==> src/rtl/lcw_pkg.sv <==
// Shared types and constants for the LCW frame decompressor.
package lcw_pkg;

  localparam int HISTORY_DEPTH = 65536;
  localparam int AW = $clog2(HISTORY_DEPTH);
  localparam int CW = $clog2(HISTORY_DEPTH + 1);
  localparam int SW = (CW > 16) ? CW : 16;

  localparam int QUEUE_DEPTH = 4;
  localparam int QW = $clog2(QUEUE_DEPTH);

  localparam logic [1:0] CMD_BYTE  = 2'd0;
  localparam logic [1:0] CMD_PULL  = 2'd1;
  localparam logic [1:0] CMD_START = 2'd2;

  localparam logic [7:0] END_CODE    = 8'h80;
  localparam logic [7:0] FILL_CODE   = 8'hfe;
  localparam logic [7:0] LONG_CODE   = 8'hff;
  localparam logic [7:0] TYPE_MASK   = 8'hc0;
  localparam logic [7:0] LIT_TYPE    = 8'h80;
  localparam logic [15:0] COPY_BIAS  = 16'd3;

  typedef enum logic [2:0] {
    PH_FIRST = 3'd0,
    PH_CMD   = 3'd1,
    PH_OP1   = 3'd2,
    PH_OP2   = 3'd3,
    PH_OP3   = 3'd4,
    PH_OP4   = 3'd5,
    PH_RUN   = 3'd6,
    PH_DONE  = 3'd7
  } phase_t;

  typedef struct packed {
    logic          need_read;
    logic          write;
    logic [AW-1:0] src;
    logic [AW-1:0] dst;
    logic [7:0]    value;
    logic          frame_end;
    logic          error;
  } op_t;

endpackage

==> src/rtl/lcw_queue.sv <==
// Short operation queue between the parser and the history engine.
module lcw_queue (
  input  logic         clk,
  input  logic         rst,
  input  logic         push,
  input  lcw_pkg::op_t push_op,
  input  logic         pop,
  output lcw_pkg::op_t head,
  output logic         empty,
  output logic         full
);

  lcw_pkg::op_t          slots [lcw_pkg::QUEUE_DEPTH];
  logic [lcw_pkg::QW-1:0] wr_ptr, rd_ptr;
  logic [lcw_pkg::QW:0]   count;

  assign head  = slots[rd_ptr];
  assign empty = count == '0;
  assign full  = count == (lcw_pkg::QW + 1)'(lcw_pkg::QUEUE_DEPTH);

  always_ff @(posedge clk) begin
    if (push) begin
      slots[wr_ptr] <= push_op;
    end
  end

  always_ff @(posedge clk) begin
    if (rst) begin
      wr_ptr <= '0;
      rd_ptr <= '0;
      count  <= '0;
    end else begin
      if (push) begin
        wr_ptr <= wr_ptr + 1'b1;
      end
      if (pop) begin
        rd_ptr <= rd_ptr + 1'b1;
      end
      if (push && !pop) begin
        count <= count + 1'b1;
      end else if (pop && !push) begin
        count <= count - 1'b1;
      end
    end
  end

endmodule

==> config.mk <==
export PLATFORM = sky130hd
export DESIGN_NAME = lcw_queue
export DESIGN_NICKNAME = d
export VERILOG_FILES = /design/src/rtl/lcw_pkg.sv /design/src/rtl/lcw_queue.sv
export SDC_FILE = /design/constraint.sdc
export NUM_CORES = 1
export LEC_CHECK = 0
export BUFFER_PORTS_ARGS = -buffer_cell sky130_fd_sc_hd__buf_2
export CAP_MARGIN = 20
export CORE_UTILIZATION = 45
export DETAILED_ROUTE_END_ITERATION = 6
export GPL_TIMING_DRIVEN = 0
export PLACE_DENSITY = 0.66
export SLEW_MARGIN = 20
export SYNTH_ARGS = -nofsm -noshare
export SYNTH_HDL_FRONTEND = slang
export SYNTH_SLANG_ARGS = --single-unit
export TNS_END_PERCENT = 50
==> constraint.sdc <==
create_clock -name clk -period 2.55 [get_ports clk]
set_input_delay 0.1275 -clock clk [delete_from_list [all_inputs] [get_ports clk]]
set_output_delay 0.1275 -clock clk [all_outputs]
set_load 0.02 [all_outputs]
==> flow_metrics.env <==
export IMPL_p_per_area_nw_per_um2=790
export IMPL_rsz0062_at_grt="no"
export IMPL_syn_inst=274
export IMPL_max_cap_violations=0
export IMPL_use_met3_pct=6.08
export IMPL_die_h_um=125
export IMPL_place_ws_ns=0.865
export IMPL_yosys_warnings=0
export IMPL_dieArea_um2=15700
export IMPL_cts_tree="built"
export IMPL_grt_max_degree=45
export IMPL_hpwlAfterDp_um=6280
export IMPL_post_cts_buffers=0
export IMPL_grt_pass1_vias=3402
export IMPL_clockBufferDepth=2
export IMPL_path_clk_slew_ns=0.06
export IMPL_synth_distinct_cells=23
export IMPL_cts_htree_levels=4
export IMPL_netlist_area_um2=6840
export IMPL_violations="design-rule violations"
export IMPL_synth_async_reset_ratio_pct=0
export IMPL_synth_seq_area_share_pct=79.9
export IMPL_drcViolationCount=6
export IMPL_fmax_ghz=0.517
export IMPL_wl_um=11400
export IMPL_tightestPinTransition_ns=0.716
export IMPL_critPathMaxFanout=10
export IMPL_grtUsageMet1_pct=20.2
export IMPL_met2_usage_pct=25.4
export IMPL_cts_made_buffers=17
export IMPL_multiInputGateArea_um2=1250
export IMPL_worstSkewPairLatency_ns=0.42
export IMPL_start_util_pct=46.5
export IMPL_ys_ff_latch=185
export IMPL_gp_congestion=0.689
export IMPL_numPortBuffers=92
export IMPL_ff_latch_area_um2=5470
export IMPL_gr_total_overflow=0
export IMPL_postLayoutCellArea_um2=8530
export IMPL_cts_root_buffer="clkbuf_16"
export IMPL_skew_ns=0.00622
export IMPL_grt_use_total_pct=15.9
export IMPL_synthTopCellsByCount="edfxtp_1, mux4_2, dfxtp_1, nor2_1, ha_1"
export IMPL_synth_top_area_share_pct=77.3
export IMPL_synth_flop_cell="edfxtp_1"
export IMPL_syn_nets=328
export IMPL_wl_per_cell_um=18.3
export IMPL_ant_nets=0
export IMPL_syn_to_final_growth_pct=24.7
export IMPL_nFillCells=1096
export IMPL_yosysMostFrequentCell="edfxtp_1"
export IMPL_ir_drop_v=0.000485
export IMPL_final_hold_viol_count=0
export IMPL_placed_area_um2=7540
export IMPL_slew_viol_final=0
export IMPL_fin_crit_sh_pct=75.9
export IMPL_finalSetupTns_ns=0
export IMPL_status="finished, violations left"
export IMPL_layout_drive_gt1_share_pct=39.3
export IMPL_drt_pass1_iterations=6
export IMPL_setup_ws_ns=0.614
export IMPL_core_area_um2=14700
export IMPL_vias_per_cell=5.11
export IMPL_antenna_cells=0
export IMPL_arrival_ns=1.81
export IMPL_die_x_um=125
export IMPL_synthTopCellsByArea="edfxtp_1, mux4_2, dfxtp_1, mux4_1, buf_12"
export IMPL_start_kind="flop"
export IMPL_min_path_type="primary input to flop"
export IMPL_synth_largest_area_cell="edfxtp_1"
export IMPL_finalSetupViolations=0
export IMPL_ios=94
export IMPL_fin_nets=484
export IMPL_num_vias=3204
export IMPL_critPathKind="flop to output pin"
export IMPL_grt_pass1_wl_um=18100
export IMPL_cts_sinks=185
export IMPL_drtIter0Drc=172
export IMPL_period_minus_slack_ns=1.94
export IMPL_rows=44
export IMPL_crit_path_end_kind="output pin"
export IMPL_synth_edff_count=176
export IMPL_antenna_found_initial=0
export IMPL_busiest_layer="met2"
export IMPL_cts_resized_gates=0
export IMPL_p_leak_nw=2.96
export IMPL_relSlewSlack_pct=52.2
export IMPL_synth_area_per_cell_um2=25.0
export IMPL_required_ns=2.42
==> power breakdown <==
group	internal (mW)	switching, mW
combinational	0.365	0.442
clock	1.33	1.06
sequential	3.49	0.0400
total	5.19	1.55
==> critical path, cell delays in order (launching register included) <==
cell and delay, ns:
dfxtp_1 0.31, clkbuf_2 0.21, buf_2 0.33, mux4_2 0.37, buf_2 0.18
==> logic make-up (layout without fill, tap and decap cells) <==
| group | after synthesis | after routing | share of synthesized area (%) |
|---|---|---|---|
| xor+xnor | 5 | 5 | 0.641 |
| flops | 185 | 185 | 79.9 |
| mux | 46 | 46 | 15.0 |
| buf+inv | 15 | 184 | 1.98 |
| fa+ha+maj | 6 | 6 | 1.21 |
| compound gates | 2 | 2 | 0.146 |
| simple gates | 15 | 15 | 1.08 |
==> layer usage <==
layer	part of all wire, %	routed length (µm)
met5	0	0
met2	49	5650
met1	44	5050
met4	0.93	107
met3	5.6	639
==> worst paths after layout <==
kind,cells past startpoint,slack (ns),end,start
worst max-delay path,4,0.61,head[24],flop
worst min-delay path,2,0.04,count[1]$_SDFFE_PP0P_,rst
worst max register to register,3,0.97,slots[0][5]$_DFFE_PP_,wr_ptr[0]$_SDFFE_PP0P_
worst min register to register,2,0.53,count[2]$_SDFFE_PP0P_,count[2]$_SDFFE_PP0P_
==> layout make-up <==
cell class / instances / area share [%]
repair buffers: 137 / 10.7
well taps: 184 / 2.70
clock inverters: 13 / 1.23
inverters: 4 / 0.176
flip-flops and latches: 185 / 64.1
multi-input cells: 74 / 14.6
clock buffers: 19 / 5.08
plain buffers: 11 / 1.41
==> what timing repair did <==
action / CTS / global route
hold endpoints to repair: 178 / 0
hold buffers: 45 / 0
endpoints found under the setup margin: 0 / 0
==> registers in the layout, summed over array words and instances (netlist names), named ones only <==
name    count
wr_ptr      2
count       3
slots     176
rd_ptr      2
==> metrics by stage <==
| stage | power (mW) | cells | utilization [%] | hold WS [ns] |
|---|---|---|---|---|
| final | 6.73 | 627 | 58.0 | 0.0407 |
| after global routing | 7.01 | 627 | 58.0 | 0.0423 |
| after CTS | 6.81 | 627 | 58.0 | 0.0256 |
| after detailed placement | 4.36 | 550 | 51.3 | 0.342 |
| after global placement | 4.34 | 550 | 51.2 | 0.338 |
| after floorplan | 4.09 | 274 | - | 0.226 |
==> placed cells by master (no fill, tap or decap), types with 2 or more instances in the layout <==
cell type / count
clkbuf_16: 17
dlygate4sd3_1: 45
clkinv_2: 5
mux2i_1: 2
nor2_1: 7
buf_2: 96
dfxtp_1: 9
clkbuf_1: 3
mux4_1: 4
clkinv_1: 2
xor2_1: 3
ha_1: 5
edfxtp_1: 176
buf_12: 4
inv_1: 4
clkinv_4: 3
and2_4: 4
xnor2_1: 2
mux4_2: 40
Note: power is estimated with default switching activity, not from simulation.
