## config.mk

```make
export PLATFORM = sky130hd
export DESIGN_NAME = lcw_front
export DESIGN_NICKNAME = d
export VERILOG_FILES = /design/src/rtl/lcw_pkg.sv /design/src/rtl/lcw_front.sv
export SDC_FILE = /design/constraint.sdc
export NUM_CORES = 1
export LEC_CHECK = 0
export CAP_MARGIN = 20
export CORE_MARGIN = 10
export CORE_UTILIZATION = 50
export DETAILED_ROUTE_END_ITERATION = 8
export DONT_BUFFER_PORTS = 1
export SLEW_MARGIN = 5
export SYNTH_ARGS = -nofsm -noshare
export SYNTH_HDL_FRONTEND = slang
export SYNTH_SLANG_ARGS = --single-unit
```

## constraint.sdc

```tcl
create_clock -name clk -period 6.8 [get_ports clk]
set_input_delay 0.68 -clock clk [delete_from_list [all_inputs] [get_ports clk]]
set_output_delay 0.68 -clock clk [all_outputs]
set_load 0.05 [all_outputs]
```

## src/rtl/lcw_pkg.sv

```systemverilog
// Shared types and constants for the LCW frame decompressor.
package lcw_pkg;

  localparam int HISTORY_DEPTH = 65536;
  localparam int AW = $clog2(HISTORY_DEPTH);
  localparam int CW = $clog2(HISTORY_DEPTH + 1);
  localparam int SW = (CW > 16) ? CW : 16;

  localparam int QUEUE_DEPTH = 4;
  localparam int QW = $clog2(QUEUE_DEPTH);

  localparam logic [1:0] CMD_BYTE  = 2'd0;
  localparam logic [1:0] CMD_PULL  = 2'd1;
  localparam logic [1:0] CMD_START = 2'd2;

  localparam logic [7:0] END_CODE    = 8'h80;
  localparam logic [7:0] FILL_CODE   = 8'hfe;
  localparam logic [7:0] LONG_CODE   = 8'hff;
  localparam logic [7:0] TYPE_MASK   = 8'hc0;
  localparam logic [7:0] LIT_TYPE    = 8'h80;
  localparam logic [15:0] COPY_BIAS  = 16'd3;

  typedef enum logic [2:0] {
    PH_FIRST = 3'd0,
    PH_CMD   = 3'd1,
    PH_OP1   = 3'd2,
    PH_OP2   = 3'd3,
    PH_OP3   = 3'd4,
    PH_OP4   = 3'd5,
    PH_RUN   = 3'd6,
    PH_DONE  = 3'd7
  } phase_t;

  typedef struct packed {
    logic          need_read;
    logic          write;
    logic [AW-1:0] src;
    logic [AW-1:0] dst;
    logic [7:0]    value;
    logic          frame_end;
    logic          error;
  } op_t;

endpackage

```

## src/rtl/lcw_front.sv

```systemverilog
// Command parser: tracks frame state and issues history operations.
module lcw_front (
  input  logic              clk,
  input  logic              rst,
  input  logic              cfg_write,
  input  logic [15:0]       cfg_data,
  input  logic              accept,
  input  logic [1:0]        cmd,
  input  logic [7:0]        data_byte,
  output logic              push,
  output lcw_pkg::op_t      op
);

  lcw_pkg::phase_t              phase, phase_next, eff;
  logic                         rel, rel_next;
  logic [15:0]                  pend, pend_next, pend_dec;
  logic [lcw_pkg::CW-1:0]       src, src_next;
  logic [7:0]                   fill, fill_next;
  logic [15:0]                  bc, bc_next, bc_sat;
  logic [7:0]                   held, held_next;
  logic [lcw_pkg::CW-1:0]       wc, wc_next;
  logic [15:0]                  compressed_size;
  logic                         go;
  logic                         held_lit;
  logic                         hist_full;
  logic [15:0]                  word;

  function automatic logic [lcw_pkg::CW-1:0] back_source(
    input logic [lcw_pkg::CW-1:0] count, input logic [15:0] d);
    logic [lcw_pkg::SW-1:0] de, ce;
    de = lcw_pkg::SW'(d);
    ce = lcw_pkg::SW'(count);
    if (de <= ce) begin
      return lcw_pkg::CW'(ce - de);
    end
    return lcw_pkg::CW'(lcw_pkg::HISTORY_DEPTH);
  endfunction

  function automatic logic [lcw_pkg::CW-1:0] abs_source(input logic [15:0] p);
    if (lcw_pkg::SW'(p) >= lcw_pkg::SW'(lcw_pkg::HISTORY_DEPTH)) begin
      return lcw_pkg::CW'(lcw_pkg::HISTORY_DEPTH);
    end
    return lcw_pkg::CW'(p);
  endfunction

  assign pend_dec  = pend - 16'd1;
  assign bc_sat    = (bc != 16'hffff) ? bc + 16'd1 : bc;
  assign held_lit  = (held & lcw_pkg::TYPE_MASK) == lcw_pkg::LIT_TYPE;
  assign hist_full = wc == lcw_pkg::CW'(lcw_pkg::HISTORY_DEPTH);
  assign word      = {data_byte, src[7:0]};

  always_comb begin
    phase_next = phase;
    rel_next   = rel;
    pend_next  = pend;
    src_next   = src;
    fill_next  = fill;
    bc_next    = bc;
    held_next  = held;
    wc_next    = wc;
    push       = 1'b0;
    op         = '0;
    eff        = phase;
    go         = 1'b0;
    if (accept) begin
      unique case (cmd)
        lcw_pkg::CMD_BYTE: begin
          if (phase == lcw_pkg::PH_FIRST && data_byte == 8'h00) begin
            rel_next   = 1'b1;
            phase_next = lcw_pkg::PH_CMD;
          end else begin
            if (phase == lcw_pkg::PH_FIRST) begin
              eff        = lcw_pkg::PH_CMD;
              phase_next = lcw_pkg::PH_CMD;
            end
            go = (eff != lcw_pkg::PH_DONE) && !(eff == lcw_pkg::PH_RUN && !held_lit);
          end
          if (go) begin
            bc_next = bc_sat;
            unique case (eff)
              lcw_pkg::PH_CMD: begin
                if (data_byte == lcw_pkg::END_CODE || bc_sat >= compressed_size) begin
                  push         = 1'b1;
                  op.frame_end = 1'b1;
                  phase_next   = lcw_pkg::PH_DONE;
                end else begin
                  held_next = data_byte;
                  if ((data_byte & lcw_pkg::TYPE_MASK) == lcw_pkg::LIT_TYPE) begin
                    pend_next  = {10'd0, data_byte[5:0]};
                    phase_next = (data_byte[5:0] != 6'd0) ? lcw_pkg::PH_RUN : lcw_pkg::PH_CMD;
                  end else begin
                    phase_next = lcw_pkg::PH_OP1;
                  end
                end
              end
              lcw_pkg::PH_OP1: begin
                if (!held[7]) begin
                  pend_next  = 16'(held[6:4]) + lcw_pkg::COPY_BIAS;
                  src_next   = back_source(wc, {4'd0, held[3:0], data_byte});
                  phase_next = lcw_pkg::PH_RUN;
                end else if (held == lcw_pkg::FILL_CODE || held == lcw_pkg::LONG_CODE) begin
                  pend_next  = 16'(data_byte);
                  phase_next = lcw_pkg::PH_OP2;
                end else begin
                  src_next   = lcw_pkg::CW'(data_byte);
                  phase_next = lcw_pkg::PH_OP2;
                end
              end
              lcw_pkg::PH_OP2: begin
                if (held == lcw_pkg::FILL_CODE || held == lcw_pkg::LONG_CODE) begin
                  pend_next  = {data_byte, pend[7:0]};
                  phase_next = lcw_pkg::PH_OP3;
                end else begin
                  pend_next  = 16'(held[5:0]) + lcw_pkg::COPY_BIAS;
                  src_next   = rel ? back_source(wc, word) : abs_source(word);
                  phase_next = lcw_pkg::PH_RUN;
                end
              end
              lcw_pkg::PH_OP3: begin
                if (held == lcw_pkg::FILL_CODE) begin
                  fill_next  = data_byte;
                  phase_next = (pend != 16'd0) ? lcw_pkg::PH_RUN : lcw_pkg::PH_CMD;
                end else begin
                  src_next   = lcw_pkg::CW'(data_byte);
                  phase_next = lcw_pkg::PH_OP4;
                end
              end
              lcw_pkg::PH_OP4: begin
                src_next   = rel ? back_source(wc, word) : abs_source(word);
                phase_next = (pend != 16'd0) ? lcw_pkg::PH_RUN : lcw_pkg::PH_CMD;
              end
              lcw_pkg::PH_RUN: begin
                push = 1'b1;
                if (hist_full) begin
                  op.error   = 1'b1;
                  phase_next = lcw_pkg::PH_DONE;
                end else begin
                  op.write  = 1'b1;
                  op.dst    = wc[lcw_pkg::AW-1:0];
                  op.value  = data_byte;
                  wc_next   = wc + 1'b1;
                  pend_next = pend_dec;
                  if (pend_dec == 16'd0) begin
                    phase_next = lcw_pkg::PH_CMD;
                  end
                end
              end
              default: ;
            endcase
          end
        end
        lcw_pkg::CMD_PULL: begin
          if (phase == lcw_pkg::PH_RUN && !held_lit) begin
            push = 1'b1;
            if (hist_full || (held != lcw_pkg::FILL_CODE && src >= wc)) begin
              op.error   = 1'b1;
              phase_next = lcw_pkg::PH_DONE;
            end else begin
              op.write = 1'b1;
              op.dst   = wc[lcw_pkg::AW-1:0];
              if (held == lcw_pkg::FILL_CODE) begin
                op.value = fill;
              end else begin
                op.need_read = 1'b1;
                op.src       = src[lcw_pkg::AW-1:0];
                src_next     = src + 1'b1;
              end
              wc_next   = wc + 1'b1;
              pend_next = pend_dec;
              if (pend_dec == 16'd0) begin
                phase_next = lcw_pkg::PH_CMD;
              end
            end
          end
        end
        lcw_pkg::CMD_START: begin
          phase_next = lcw_pkg::PH_FIRST;
          rel_next   = 1'b0;
          pend_next  = '0;
          src_next   = '0;
          fill_next  = '0;
          bc_next    = '0;
          held_next  = '0;
          wc_next    = '0;
        end
        default: ;
      endcase
    end
  end

  always_ff @(posedge clk) begin
    if (rst) begin
      phase           <= lcw_pkg::PH_FIRST;
      rel             <= 1'b0;
      pend            <= '0;
      src             <= '0;
      fill            <= '0;
      bc              <= '0;
      held            <= '0;
      wc              <= '0;
      compressed_size <= '0;
    end else begin
      phase <= phase_next;
      rel   <= rel_next;
      pend  <= pend_next;
      src   <= src_next;
      fill  <= fill_next;
      bc    <= bc_next;
      held  <= held_next;
      wc    <= wc_next;
      if (cfg_write) begin
        compressed_size <= cfg_data;
      end
    end
  end

endmodule

```

==> run_results.csv, run 1 <==
group,metric,value,unit
sta,min_period_over_period,89.3,%
global_route,grt_first_pass_wirelength,50.7,mm
finish,final_common_cell,"nor2_1",
global_route,antenna_found_initial,0,
clock_network,clkSinkCount,102,
drt,top_layer,"met4",
sta,final.setup.worst_slack,0.725,ns
clock_network,clk_pin_slew,0.08,ns
floorplan,die-area,0.0244,sq mm
sta,clock_skew,0.0138,ns
run,cap_viol_max_count,0,
clock_network,post_cts_buffers,0,
power,p_per_area,168,mW/mm^2
power,ir_worst_vdd,0.117,mV
finish,multi_input_area,0.00683,sq mm
drt,ant_nets,0,
finish,regArea,0.00204,sq mm
drt,wl_met1,14.9,mm
global_route,track_usage,26.3,%
clock_network,cts_resized,0,
worst_setup_path,worstSetupPathType,"reg2out",
sta,setup_violations,0,
clock_network,tritoncts,"built",
yosys,syn_nets,1375,
power,p_leak,0.00387,uW
min_path,min_path_type,"in2reg",
yosys,synth-edff-count,0,
finish,area_growth,6.83,%
drt,via_count,9646,
finish,drive_gt1_share,6.81,%
finish,layout_common_cells,"nor2_1, dfxtp_1, inv_1, ha_1, nand2_1",
place,gp_congestion,0.954,
sta,tightest_slew,1.18,ns
clock_network,clk_path_buf_depth,2,
clock_network,htree_levels,3,
place,pre_cts_ws,1.20,ns
finish,nets,1338,
finish,fin_cells,1463,
worst_setup_path,critPathLaunchType,"flip-flop",
power,power,1660,uW
drt,drc,0,
floorplan,row_count,49,
yosys,async_flop_share,0,%
place,dpl.cell_count,1446,
sta,drv_slew,0,
sta,fmax,0.165,GHz
clock_network,hold_buffers,0,
sta,rsz0062_at_grt,"false",
clock_network,numCtsBuffers,9,
yosys,synthFlopType,"dfxtp_1",
drt,drt_iter0_drc,1119,
global_route,grt_max_degree,89,
yosys,yosysWarnings,0,
global_route,grt_pass1_vias,8622,
floorplan,chipWidth,156,microns
drt,routed_wirelength,32.8,mm
finish,n_antenna_cell,0,
floorplan,start_util,51.2,%
floorplan,die_h,156,microns
worst_setup_path,cp-end-kind,"output pin",
worst_setup_path,cp_max_fo,9,
floorplan,io_pins,75,
yosys,ys_seq_area_share,22.0,%
drt,firstDrtPassIters,5,
clock_network,clock_latency,0.37,ns
global_route,grt.overflow.total,0,
drt,viasPerCell,6.59,
yosys,ys_ff_latch,102,
sta,whs,0.377,ns
clock_network,cts_root_buf,"clkbuf_16",
worst_setup_path,arrival,5.40,ns
sta,setup_tns,0,ns
drt,routedWlPerCell,22.4,microns
yosys,syn_area_per_cell,7.32,sq um
place,numPortBuffers,0,
yosys,netlist_area,0.00927,sq mm
drt,dr_wl_met2,13.5,mm
run_status,outcome,"finished clean",
floorplan,coreArea,0.0181,sq mm
place,dpl.hpwl,25.4,mm
sta,finalWorstPathRequiredPeriod,6.08,ns
drt,routed-wl-met3,3.87,mm
finish,fillCellCount,1781,
yosys,syn_inst,1266,
worst_setup_path,worstPathRequired,6.12,ns
sta,hold_violations,0,
yosys,synth.distinct_cells,72,
sta,relSlewSlack,19.4,%
-- critical path, cell delays in order, from the launching register on --
cell     delay [ns]
dfxtp_1        0.47
and4_1         0.28
nand4_1        0.16
nor3_1         0.57
nand3_1        0.42
nand4_1        0.41
nor2_1         0.12
xor2_1         0.17
ha_1           0.30
a21oi_1        0.14
o21ai_0        0.09
o41ai_1        0.67
nand3_1        0.19
o21ai_0        0.40
nor3_2         0.09
buf_4          0.21
a21o_1         0.34
-- report_power, final --
| group | switching (uW) | internal, uW | total, uW |
|---|---|---|---|
| Sequential | 38.6 | 622 | 661 |
| Combinational | 289 | 172 | 461 |
| Clock | 280 | 261 | 541 |
-- worst paths after layout --
check                           from            endpoint  slack [ns]  cells after the start
setup / recovery               bc[3]                push        0.72                     16
hold / removal                   rst              src[5]        0.38                      1
setup reg to reg               bc[3]             pend[7]        1.11                     16
hold reg to reg   compressed_size[5]  compressed_size[5]        0.50                      2
-- registers in the layout, summed over array words and instances, names as in the netlist --
| register | flops |
|---|---|
| held | 8 |
| pend | 16 |
| src | 17 |
| bc | 16 |
| wc | 17 |
| fill | 8 |
| phase | 3 |
| compressed_size | 16 |
| rel | 1 |
-- stage by stage --
stage	cell area, sq um	util, %
after floorplan	9270	-
after detailed placement	9590	53.0
final	9900	54.7
after global routing	9900	54.7
after CTS	9890	54.7
after global placement	9580	53.0
-- synthesized netlist by cell type (5+ instances only) --
master / count / area (sq um)
a211o_1: 5 / 43.8
a211oi_1: 25 / 188
a21o_1: 10 / 75.1
a21oi_1: 74 / 370
a221oi_1: 15 / 131
a222oi_1: 5 / 50.1
a22oi_1: 20 / 150
a311oi_1: 5 / 43.8
a31oi_1: 21 / 131
and2_1: 18 / 113
and3_1: 18 / 113
buf_2: 10 / 50.1
clkbuf_1: 54 / 203
dfxtp_1: 102 / 2040
ha_1: 77 / 963
inv_1: 82 / 308
mux2i_1: 40 / 400
nand2_1: 76 / 285
nand2b_1: 8 / 50.1
nand3_1: 43 / 215
nand4_1: 27 / 169
nor2_1: 161 / 604
nor2b_1: 8 / 50.1
nor3_1: 60 / 300
nor3b_1: 5 / 37.5
nor4_1: 26 / 163
o211ai_1: 8 / 60.1
o21a_1: 12 / 90.1
o21ai_0: 76 / 380
o22ai_1: 12 / 75.1
o31ai_1: 5 / 37.5
or2_2: 5 / 31.3
or3_1: 15 / 93.8
or4_1: 5 / 37.5
xnor2_1: 39 / 342
xor2_1: 20 / 175
-- cell families after synthesis --
group           synth area share [%]
simple gates                    26.5
compound gates                  24.4
buf+inv                         6.09
flops                           22.0
fa+ha+maj                       10.8
xor+xnor                        5.58
mux                             4.56
-- final cells by class --
| class | count | share of cell area, % |
|---|---|---|
| Multi-Input combinational cell | 1017 | 69.0 |
| Sequential cell | 102 | 20.6 |
| Inverter | 82 | 3.11 |
| Tap cell | 229 | 2.89 |
| Clock buffer | 9 | 2.27 |
| Timing Repair Buffer | 17 | 1.33 |
| Clock inverter | 7 | 0.758 |
-- layer usage --
metal  global-route usage (%)  up-vias
met1                     38.1     4566
met4                     6.11        0
met3                     7.80       39
met2                     37.1      470
met5                        0        -
li1                         -     4571
Power figures use the tool's default switching activity.
==> run 2, diff against run 1 <==
--- a/config.mk
+++ b/config.mk
@@ -6,6 +6,7 @@
 export NUM_CORES = 1
 export LEC_CHECK = 0
 export CAP_MARGIN = 20
+export CORE_ASPECT_RATIO = 1.25
 export CORE_MARGIN = 10
 export CORE_UTILIZATION = 50
 export DETAILED_ROUTE_END_ITERATION = 8
==> run 2 against run 1 <==
Non-clock buffer count is 1 lower. Global-route usage is 0.57 points higher. Die area rose by 0.14%. Core utilization shrank 0.29 points. Setup slack improved by 0.32 ns. Clock power barely moved. Design area is essentially flat. Wire length grew 2.7%. Sequential power is essentially flat. Sequential cell count stayed put. Combinational power rose by 2%. Critical path type unchanged. Largest cell class unchanged. Largest power group unchanged. Highest routed layer unchanged.
==> run_results.csv, run 2 (synthesized netlist as in run 1, its figures left out) <==
group,metric,value,unit
finish,drive_gt1_share,6.73,%
floorplan,io_pins,75,
finish,n_antenna_cell,0,
floorplan,coreArea,0.0182,sq mm
clock_network,htree_levels,3,
place,gp_congestion,0.945,
global_route,track_usage,26.9,%
worst_setup_path,ff2ff_setup_slack,1.21,ns
place,dpl.cell_count,1444,
power,power,1670,uW
worst_setup_path,cp-end-kind,"output pin",
finish,reg.largest.list,"src: 17 flops, wc: 17 flops",
worst_setup_path,worstPathRequired,6.12,ns
min_path,worstHoldStart,"rst",
drt,via_count,9660,
drt,routedWlPerCell,23.1,microns
clock_network,clk_path_buf_depth,2,
place,numPortBuffers,0,
run,cap_viol_max_count,0,
worst_setup_path,rr_endpoint,"pend[7]",
run_status,outcome,"finished clean",
sta,relSlewSlack,26.7,%
sta,fmax,0.174,GHz
sta,drv_slew,0,
finish,nets,1337,
sta,tightest_slew,1.09,ns
floorplan,row_count,55,
worst_setup_path,arrival,5.08,ns
drt,ant_nets,0,
floorplan,die_h,172,microns
drt,viasPerCell,6.61,
clock_network,clk_pin_slew,0.07,ns
sta,hold_violations,0,
sta,rsz0062_at_grt,"false",
floorplan,chipWidth,142,microns
drt,drc,0,
sta,setup_violations,0,
finish,fin_cells,1461,
finish,fin_util,54.4,%
power,ir_worst_vdd,0.149,mV
worst_setup_path,r2r_start,"bc[3]",
global_route,grt_pass1_vias,8788,
worst_setup_path,slowest_stage,"nor3_1",
clock_network,numCtsBuffers,9,
power,p_per_area,169,mW/mm^2
power,p_leak,0.00386,uW
drt,drt_iter0_drc,956,
sta,min_period_over_period,84.7,%
worst_setup_path,crit_top_cell,"nand4_1",
finish,final_common_cell,"nor2_1",
worst_setup_path,critPathMaxStageDelay,0.60,ns
drt,firstDrtPassIters,6,
worst_setup_path,cp_max_fo,9,
global_route,grt_first_pass_wirelength,51.6,mm
worst_setup_path,worstSetupPathType,"reg2out",
min_path,min_to,"pend[2]",
worst_setup_path,r2r_cells,16,
clock_network,hold_buffers,0,
sta,setup_tns,0,ns
clock_network,clkSinkCount,102,
clock_network,post_cts_buffers,0,
min_path,min_path_type,"in2reg",
global_route,antenna_found_initial,0,
clock_network,cts_root_buf,"clkbuf_16",
sta,finalWorstPathRequiredPeriod,5.76,ns
worst_setup_path,path_cells,"and4_1 -> nand4_1 -> nor3_1 -> nand3_1 -> nand4_1 -> nor2_1 -> xor2_1 -> ha_1 -> nand4_1 -> nor3_1 -> o21ai_0 -> a31oi_1 -> o21ai_0 -> nor3_2 -> buf_4 -> a21o_1",
min_path,whs_path_depth,1,
floorplan,start_util,51.0,%
finish,layout_common_cells,"nor2_1, dfxtp_1, inv_1, ha_1, nand2_1",
floorplan,die-area,0.0244,sq mm
drt,routed_wirelength,33.7,mm
global_route,grt_max_degree,89,
clock_network,cts_resized,0,
place,dpl.hpwl,25.9,mm
clock_network,tritoncts,"built",
global_route,grt.overflow.total,0,
finish,area_growth,6.74,%
sta,clock_skew,0.0137,ns
clock_network,clock_latency,0.38,ns
worst_setup_path,critPathLaunchType,"flip-flop",
-- run 2: final cells by class --
type	instances	area (sq um)
tap	228	285
clock buffer	9	225
fill	1874	8280
timing repair buffer	16	128
multi-input combinational	1017	6830
sequential	102	2040
clock inverter	7	71.3
inverter	82	308
-- run 2: per-stage QoR --
step | setup slack [ns] | hold WS, ns | area (sq um)
4_1_cts | 1.00 | 0.377 | 9880
3_5_place_dp | 1.29 | 0.481 | 9580
6_report | 1.04 | 0.378 | 9890
3_3_place_gp | 1.48 | 0.475 | 9580
2_1_floorplan | 1.46 | 0.460 | 9270
5_1_grt | 0.492 | 0.372 | 9890
-- run 2: layer usage --
| layer | share of wire (%) | up-vias | track usage (%) | wire, microns |
|---|---|---|---|---|
| li1 | - | 4602 | - | - |
| met1 | 41 | 4568 | 34.2 | 13900 |
| met2 | 46 | 413 | 42.4 | 15500 |
| met3 | 8.5 | 77 | 5.98 | 2850 |
| met4 | 4.3 | 0 | 12.4 | 1440 |
| met5 | 0 | - | 0 | 0 |
-- run 2: worst max path at each step --
stage	from	slack, ns	endpoint	cells after the start
floorplan	bc[3]	1.46	push	16
global placement	bc[3]	1.48	pend[7]	16
detailed placement	bc[3]	1.29	pend[7]	16
CTS	bc[3]	1.00	push	16
global route	bc[3]	0.49	push	16
finish	bc[3]	1.04	push	16
-- run 2: worst max-delay path: cells and delay by family (launching register included) --
family          cells  cell delay (ns)
fa+ha+maj           1             0.30
compound gates      4             1.07
flops               1             0.47
buf+inv             1             0.23
simple gates        9             2.48
xor+xnor            1             0.16
-- run 2: power breakdown --
group	leakage (uW)	total [uW]	switching [uW]	internal, uW
Clock	0.000146	544	283	261
Combinational	0.00289	470	297	172
Sequential	0.000829	661	39.2	622
==> run 3, diff against run 2 <==
--- a/config.mk
+++ b/config.mk
@@ -11,6 +11,7 @@
 export CORE_UTILIZATION = 50
 export DETAILED_ROUTE_END_ITERATION = 8
 export DONT_BUFFER_PORTS = 1
+export PLACE_DENSITY = 0.68
 export SLEW_MARGIN = 5
 export SYNTH_ARGS = -nofsm -noshare
 export SYNTH_HDL_FRONTEND = slang
==> constraint.sdc (replaced) <==
create_clock -name clk -period 4.7 [get_ports clk]
set_input_delay 0.47 -clock clk [delete_from_list [all_inputs] [get_ports clk]]
set_output_delay 0.47 -clock clk [all_outputs]
set_load 0.05 [all_outputs]
==> run 3 against run 2 <==
Non-clock buffer count grew 43. Wire length shrank 1.6%. Critical path depth shrank 3. Register-to-register slack lost 0.79 ns.
==> run_results.csv, run 3 (synthesized netlist as in run 1, its figures left out) <==
group,metric,value,unit
worst_setup_path,worstPathRequired,4.23,ns
finish,n_antenna_cell,0,
global_route,grt.overflow.total,0,
power,power_frac_comb,28.4,%
power,ir_worst_vdd,0.175,mV
run,cap_viol_max_count,0,
worst_setup_path,arrival,4.04,ns
global_route,grt_first_pass_wirelength,51.8,mm
sta,rsz0062_at_grt,"false",
clock_network,clkSinkCount,102,
drt,ant_nets,0,
floorplan,coreArea,0.0182,sq mm
floorplan,die-area,0.0244,sq mm
finish,layout_common_cells,"nor2_1, dfxtp_1, inv_1, ha_1, nand2_1",
worst_setup_path,worstSetupPathType,"reg2out",
drt,firstDrtPassIters,9,
power,switching_share,36.5,%
floorplan,start_util,51.0,%
sta,setup_tns,0,ns
drt,routed_wirelength,33.2,mm
finish,reg.largest.list,"src: 17 flops, wc: 17 flops",
power,internal_power,1530,uW
global_route,grt_pass1_vias,9134,
sta,hold_violations,0,
min_path,worstHoldStart,"rst",
global_route,antenna_found_initial,0,
finish,final_common_cell,"nor2_1",
clock_network,tritoncts,"built",
worst_setup_path,startpoint,"wc[9]",
sta,clock_skew,0.0149,ns
place,dpl.hpwl,25.4,mm
power,p_per_area,235,mW/mm^2
place,dpl.cell_count,1485,
sta,drv_slew,0,
sta,tightest_slew,1.05,ns
floorplan,die_h,172,microns
finish,area_growth,10.7,%
floorplan,chipWidth,142,microns
floorplan,row_count,55,
drt,viasPerCell,6.56,
clock_network,cts_root_buf,"clkbuf_16",
clock_network,htree_levels,3,
worst_setup_path,r2r_start,"bc[5]",
worst_setup_path,cp-end-kind,"output pin",
clock_network,numCtsBuffers,9,
drt,via_count,9871,
worst_setup_path,path_cells,"inv_1 -> ha_1 -> a21o_1 -> a211oi_1 -> nand3_1 -> o21ai_0 -> a31oi_2 -> buf_4 -> nor3_1 -> buf_4 -> a22oi_1 -> nor2_1 -> buf_4",
clock_network,clock_latency,0.37,ns
power,p_clk_share,32.2,%
power,p_leak,0.00410,uW
drt,drt_iter0_drc,1160,
worst_setup_path,crit_top_cell,"buf_4",
worst_setup_path,critPathLaunchType,"flip-flop",
min_path,min_path_type,"in2reg",
clock_network,clk_pin_slew,0.08,ns
sta,relSlewSlack,29.8,%
place,numPortBuffers,0,
finish,fin_cells,1504,
drt,drc,0,
sta,setup_violations,0,
power,power.net_switching,882,uW
run_status,outcome,"finished clean",
finish,drive_gt1_share,10.3,%
power,p_seq_share,39.4,%
sta,min_period_over_period,96.0,%
clock_network,clk_path_buf_depth,2,
clock_network,hold_buffers,0,
floorplan,io_pins,75,
sta,fmax,0.222,GHz
finish,nets,1380,
global_route,grt_max_degree,89,
worst_setup_path,critPathMaxStageDelay,0.53,ns
place,gp_congestion,1.02,
worst_setup_path,cp_max_fo,14,
global_route,track_usage,26.5,%
drt,routedWlPerCell,22.1,microns
sta,finalWorstPathRequiredPeriod,4.51,ns
worst_setup_path,slowest_stage,"a211oi_1",
## run 3: per-stage QoR
step	worst slack, ns	cell area [sq um]	utilization, %	hold slack (ns)	total power, uW
floorplan	0.00392	9270	-	0.460	1460
global placement	0.388	9900	54.5	0.474	1630
detailed placement	0.235	9900	54.5	0.484	1630
CTS	0.0638	10200	56.2	0.175	2400
global route	0.00924	10300	56.5	0.181	2520
finish	0.190	10300	56.5	0.172	2420
## run 3: power by group through the flow
stage	Combinational (uW)	Sequential (uW)	Clock, uW
after detailed placement	661	971	0
after CTS	666	951	783
final	685	953	778
after floorplan	512	946	0
after global placement	657	970	0
after global routing	746	959	815
## run 3: worst max-delay path: cells and delay by family, from the launching register on
| family | cells | cell delay (ns) |
|---|---|---|
| buffers and inverters | 4 | 0.91 |
| AOI/OAI and AO/OA | 5 | 1.26 |
| and+or+nand+nor | 3 | 0.64 |
| DFF | 1 | 0.51 |
| adders and majority gates | 1 | 0.34 |
## run 3: final timing paths
kind                        endpoint  slack [ns]  depth (start not counted)
setup reg to reg            pend[12]        0.42                         21
hold / removal                src[0]        0.17                          1
setup / recovery               op[9]        0.19                         13
hold reg to reg   compressed_size[7]        0.50                          2
## run 3: final cells by class
| cell class | count | area [sq um] |
|---|---|---|
| clock inverter | 7 | 72.6 |
| sequential | 102 | 2040 |
| tap | 228 | 285 |
| fill | 1793 | 7910 |
| inverter | 82 | 308 |
| multi-input combinational | 1017 | 6860 |
| timing repair buffer | 59 | 463 |
| clock buffer | 9 | 225 |
## run 3: layer usage
| metal | global-route usage [%] | wire, microns |
|---|---|---|
| met1 | 32.9 | 13700 |
| met2 | 42.9 | 15300 |
| met3 | 5.54 | 2600 |
| met4 | 12.4 | 1540 |
| met5 | 0 | 0 |
## run 3: timing repair
item	CTS	global route
resized for setup	1	7
pin swaps	0	2
setup buffers	0	2
endpoints found under the setup margin	1	3
